--- config.mk ---
export PLATFORM = sky130hd
export DESIGN_NAME = pmpn_ram
export DESIGN_NICKNAME = d
export VERILOG_FILES = /design/src/design/pmpn_ram.sv
export SDC_FILE = /design/constraint.sdc
export NUM_CORES = 2
export LEC_CHECK = 0
export BUFFER_PORTS_ARGS = -buffer_cell sky130_fd_sc_hd__buf_2
export CORE_UTILIZATION = 55
export CTS_CLUSTER_DIAMETER = 150
export DETAILED_ROUTE_END_ITERATION = 8
export PLACE_DENSITY_LB_ADDON = 0.3
export SLEW_MARGIN = 20
export SYNTH_ARGS = -nofsm -noshare
export SYNTH_HDL_FRONTEND = slang
export SYNTH_SLANG_ARGS = --single-unit
--- constraint.sdc ---
create_clock -name clk -period 5.3 [get_ports clk]
set_input_delay 1.06 -clock clk [delete_from_list [all_inputs] [get_ports clk]]
set_output_delay 1.06 -clock clk [all_outputs]
set_load 0.02 [all_outputs]
--- src/design/pmpn_ram.sv ---
// generic single write port ram with registered read
`timescale 1ns / 1ps

module pmpn_ram #(
  parameter int WIDTH = 8,
  parameter int DEPTH = 256,
  localparam int AW = (DEPTH > 1) ? $clog2(DEPTH) : 1
) (
  input  logic             clk,
  input  logic             we,
  input  logic [AW-1:0]    waddr,
  input  logic [WIDTH-1:0] wdata,
  input  logic [AW-1:0]    raddr,
  output logic [WIDTH-1:0] rdata
);

  logic [WIDTH-1:0] mem [DEPTH];

  always_ff @(posedge clk) begin
    if (we) begin
      mem[waddr] <= wdata;
    end
    rdata <= mem[raddr];
  end

endmodule
# ---- Yosys cells after proc, flatten, opt, wreduce, memory -nomap -nowiden
# Memories as Yosys holds them, arrays and structs flattened. A register that Yosys moved wholly into a read port is not among the register bits.
# Index checks and enable logic that the tools add are counted.
dict set report word_totals {
  word_cells 3
  ramBits 2048
  inputBits 26
  memories 1
  ff_bits 0
  out_inout_bits 8
}
# name depth word_bits rd rd_ports_with_merged_regs write_ports line
set memory_table {}
lappend memory_table {mem 256 8 1 1 1 17} ;# logic [WIDTH-1:0] mem [DEPTH];
dict set report op_classes {
  muxes 2
}
# operator n
set op_table {}
lappend op_table {{1-bit 2-to-1 mux} 2}

# ---- Depth between registers and ports, before layout
dict set report logic_depth {
  depth_word 2
  ltp_mapped 11
  mapped_depth_nobuf 6
}

# ---- Worst setup path before layout
# No wires, ideal clock.
dict set report synth_path {
  path_type {input to register}
  start {in raddr[0]}
  end {reg rdata[2] (read register of mem)}
  setup_ns 0.131
  setup_slack_ns 2.302
  cell_stages 9
  required_time_ns 5.169
  arrival_time_ns 2.867
  path_buffers 4
  path_cell_list {buf_6 -> buf_12 -> buf_8 -> buf_2 -> mux4_2 -> a22oi_1 -> a21oi_1 -> nor4_1 -> nor4_2}
}
# element line
set synth_rtl {}
lappend synth_rtl {{start, declared} 13} ;# input logic [AW-1:0] raddr,
lappend synth_rtl {{end, declared} 14} ;# output logic [WIDTH-1:0] rdata

==> summary.md <==
| Metric | Value |
|---|---|
| CP Capture Type | flop |
| Total Wirelength | 191 mm |
| CTS resizes | 0 |
| Worst Reg-to-Reg Cells | 5 |
| Crit path kind | primary input to flop |
| Initial antenna violation count | 11 |
| Max IR drop VDD | 0.333 mV |
| Worst-path clk slew | 0.06 ns |
| Synth unique cells | 55 |
| Root buffer cell | clkbuf_16 |
| DP Area | 82200 sq um |
| Syn avg cell area | 21.3 sq um |
| DR iter-0 viols | 5524 |
| P per Cell Area | 375 nW/um^2 |
| Worst-margin pin slew | 1.38 ns |
| Design area | 88400 sq um |
| Full die area | 146000 sq um |
| Slew HR | 0.0724 |
| Share of cells above drive strength 1 | 0.229 |
| TritonCTS Buffers | 199 |
| Final cycle utilization of the critical path | 0.715 |
| Synthesis-to-finish area growth | 11.2% |
| Total track usage | 0.265 |
| I/O pin cnt | 34 |
| Top FF cell, synth | edfxtp_1 |
| Ys async rst share | 0 |
| Final #Nets | 3913 |
| Unrepaired setup endpoints after global routing | false |
| Most common cell after layout, fill and taps aside | edfxtp_1 |
| Slew Limit Fails | 0 |
| Min-delay worst type | primary input to flop |
| Commonest non-fill, non-tap cells in the layout | edfxtp_1, mux4_2, nor2_1 |
| Seq/Total Area, Yosys | 0.775 |
| Clock Latency Late Sink | 0.82 ns |
| LEAKAGE | 27.3 nW |
| WL/cell | 32.0 microns |
| First-pass DRT Iterations | 5 |
| Crit Path Max Fanout | 55 |
| Synth warn | 0 |
| Number of port buffers | 33 |
| Fmax | 0.264 GHz |
| Register bit total from synthesis | 2056 |
| Synth Cell Area | 79600 sq um |
| Post-synth EDFFs | 2048 |
| Largest net degree at the start of global routing | 151 |
| CTS sink count | 2056 |
| Syn Inst Count | 3733 |
| Setup Skew | 0.0328 ns |
| Tmin final | 3.79 ns |
| Worst reg2reg setup slack | 2.54 ns |
| Worst Hold Depth | 1 |
| Critical path data arrival time | 4.44 ns |
| CTS tree | done |
| GRT overflow | 0 |
| DR DRC count | 0 |
| Cts hold-fix bufs | 0 |
| Fill cells | 9676 |
| Post-CTS setup buffer count | 0 |
| First-pass GRT wire length | 275 mm |
| Outcome | finished, final reports clean |
| Starting Density | 0.554 |
| Detailed Place HPWL | 116 mm |
| Die Wd | 382 microns |
| Critical path startpoint category | primary input |
| Final Hold Vio Count | 0 |
| Post-synthesis net count | 3759 |
| Core area | 143000 sq um |
| Reg2reg end | rdata[4]$_DFF_P_ |
| Die height | 382 microns |
| Total negative setup slack | 0 ns |
| Reg2Reg Launch Point | mem[50][4]$_DFFE_PP_ |
| Site Rows | 139 |
| Antenna viol nets, final | 0 |
| Vias in the first global route | 39.3k |
| Setup-failing EPs final | 0 |
| Longest Clk Path Bufs | 3 |
| Number of max-cap violations | 0 |
| Worst Path Required | 5.95 ns |
| Vias | 39.2k |
| HP Start | wdata[0] |
| Hold Path Sink | mem[86][0]$_DFFE_PP_ |
| GPL Wtd Cong | 0.871 |
| DR vias/cell | 6.57 |
| H-tree depth | 4 |
## critical path, stage by stage
cell and delay (ns):
buf_8 0.23, buf_12 0.34, nor2b_1 0.84, a221oi_1 0.17, o211ai_1 0.18, nand3_1 0.22, nor4_1 1.21, nor4_1 0.07
## sequential cells by signal, summed over array words and instances, names as in the netlist
signal	flops
mem	2048
rdata	8
## through the flow
step                power, mW  instances  setup WS (ns)  hold WS (ns)  utilization
floorplan                19.2       3733           2.30         0.770            -
global placement         19.9       5588          0.770          1.00        0.573
detailed placement       19.9       5588          0.877          1.01        0.573
CTS                      33.3       5958           1.74         0.763        0.616
global route             34.0       5961           1.46         0.745        0.616
finish                   33.2       5967           1.51         0.740        0.616
## layout make-up
type,count,area (sq um),area share
diodes,8,20.0,0.000226
clock buffers,262,5350,0.0605
clock inverters,108,877,0.00992
inverters,2,7.51,0.0000849
multi-input cells,1442,16500,0.186
flip-flops and latches,2056,61700,0.697
well taps,1903,2380,0.0269
repair buffers,186,1640,0.0186
## routing by layer
| metal | wire length, microns | track usage | vias up |
|---|---|---|---|
| met2 | 89700 | 0.401 | 2384 |
| met4 | 7210 | 0.0987 | 10 |
| met1 | 72300 | 0.370 | 20400 |
| met5 | 122 | 0.00364 | - |
| met3 | 21800 | 0.0769 | 387 |
| li1 | - | - | 16000 |
## synthesized netlist by cell type (all sizes together), types with 31 or more instances
library cell,number,area share
edfxtp,2048,0.77
mux4,456,0.13
nor2,282,0.013
mux2i,134,0.017
a22oi,133,0.013
buf,122,0.013
clkbuf,111,0.0052
a21oi,96,0.0060
o221ai,47,0.0053
nand3,34,0.0021
nand2,33,0.0016
nor2b,31,0.0024
## worst max-delay path by stage
stage	start	end	slack, ns	cells after the start
after floorplan	raddr[0]	rdata[2]$_DFF_P_	2.30	9
after global placement	raddr[0]	rdata[1]$_DFF_P_	0.77	9
after detailed placement	raddr[0]	rdata[1]$_DFF_P_	0.88	9
after CTS	raddr[0]	rdata[1]$_DFF_P_	1.74	9
after global routing	raddr[0]	rdata[4]$_DFF_P_	1.46	8
final	raddr[1]	rdata[4]$_DFF_P_	1.51	8
## power by group
| part | internal, mW | leakage (nW) | switching, mW |
|---|---|---|---|
| clock network | 7.68 | 3.06 | 5.93 |
| registers | 17.9 | 18.5 | 0.0341 |
| logic | 0.557 | 5.79 | 1.06 |
## logic make-up (layout without fill, tap and decap cells)
family,after synthesis,in the layout,synth area share
other,0,8,0
AO/OA/AOI/OAI,385,385,0.0342
multiplexers,591,591,0.146
buffers and inverters,235,558,0.0183
AND/OR/NAND/NOR,466,466,0.0263
flip-flops,2056,2056,0.775
(Power assumes the default switching activity.)
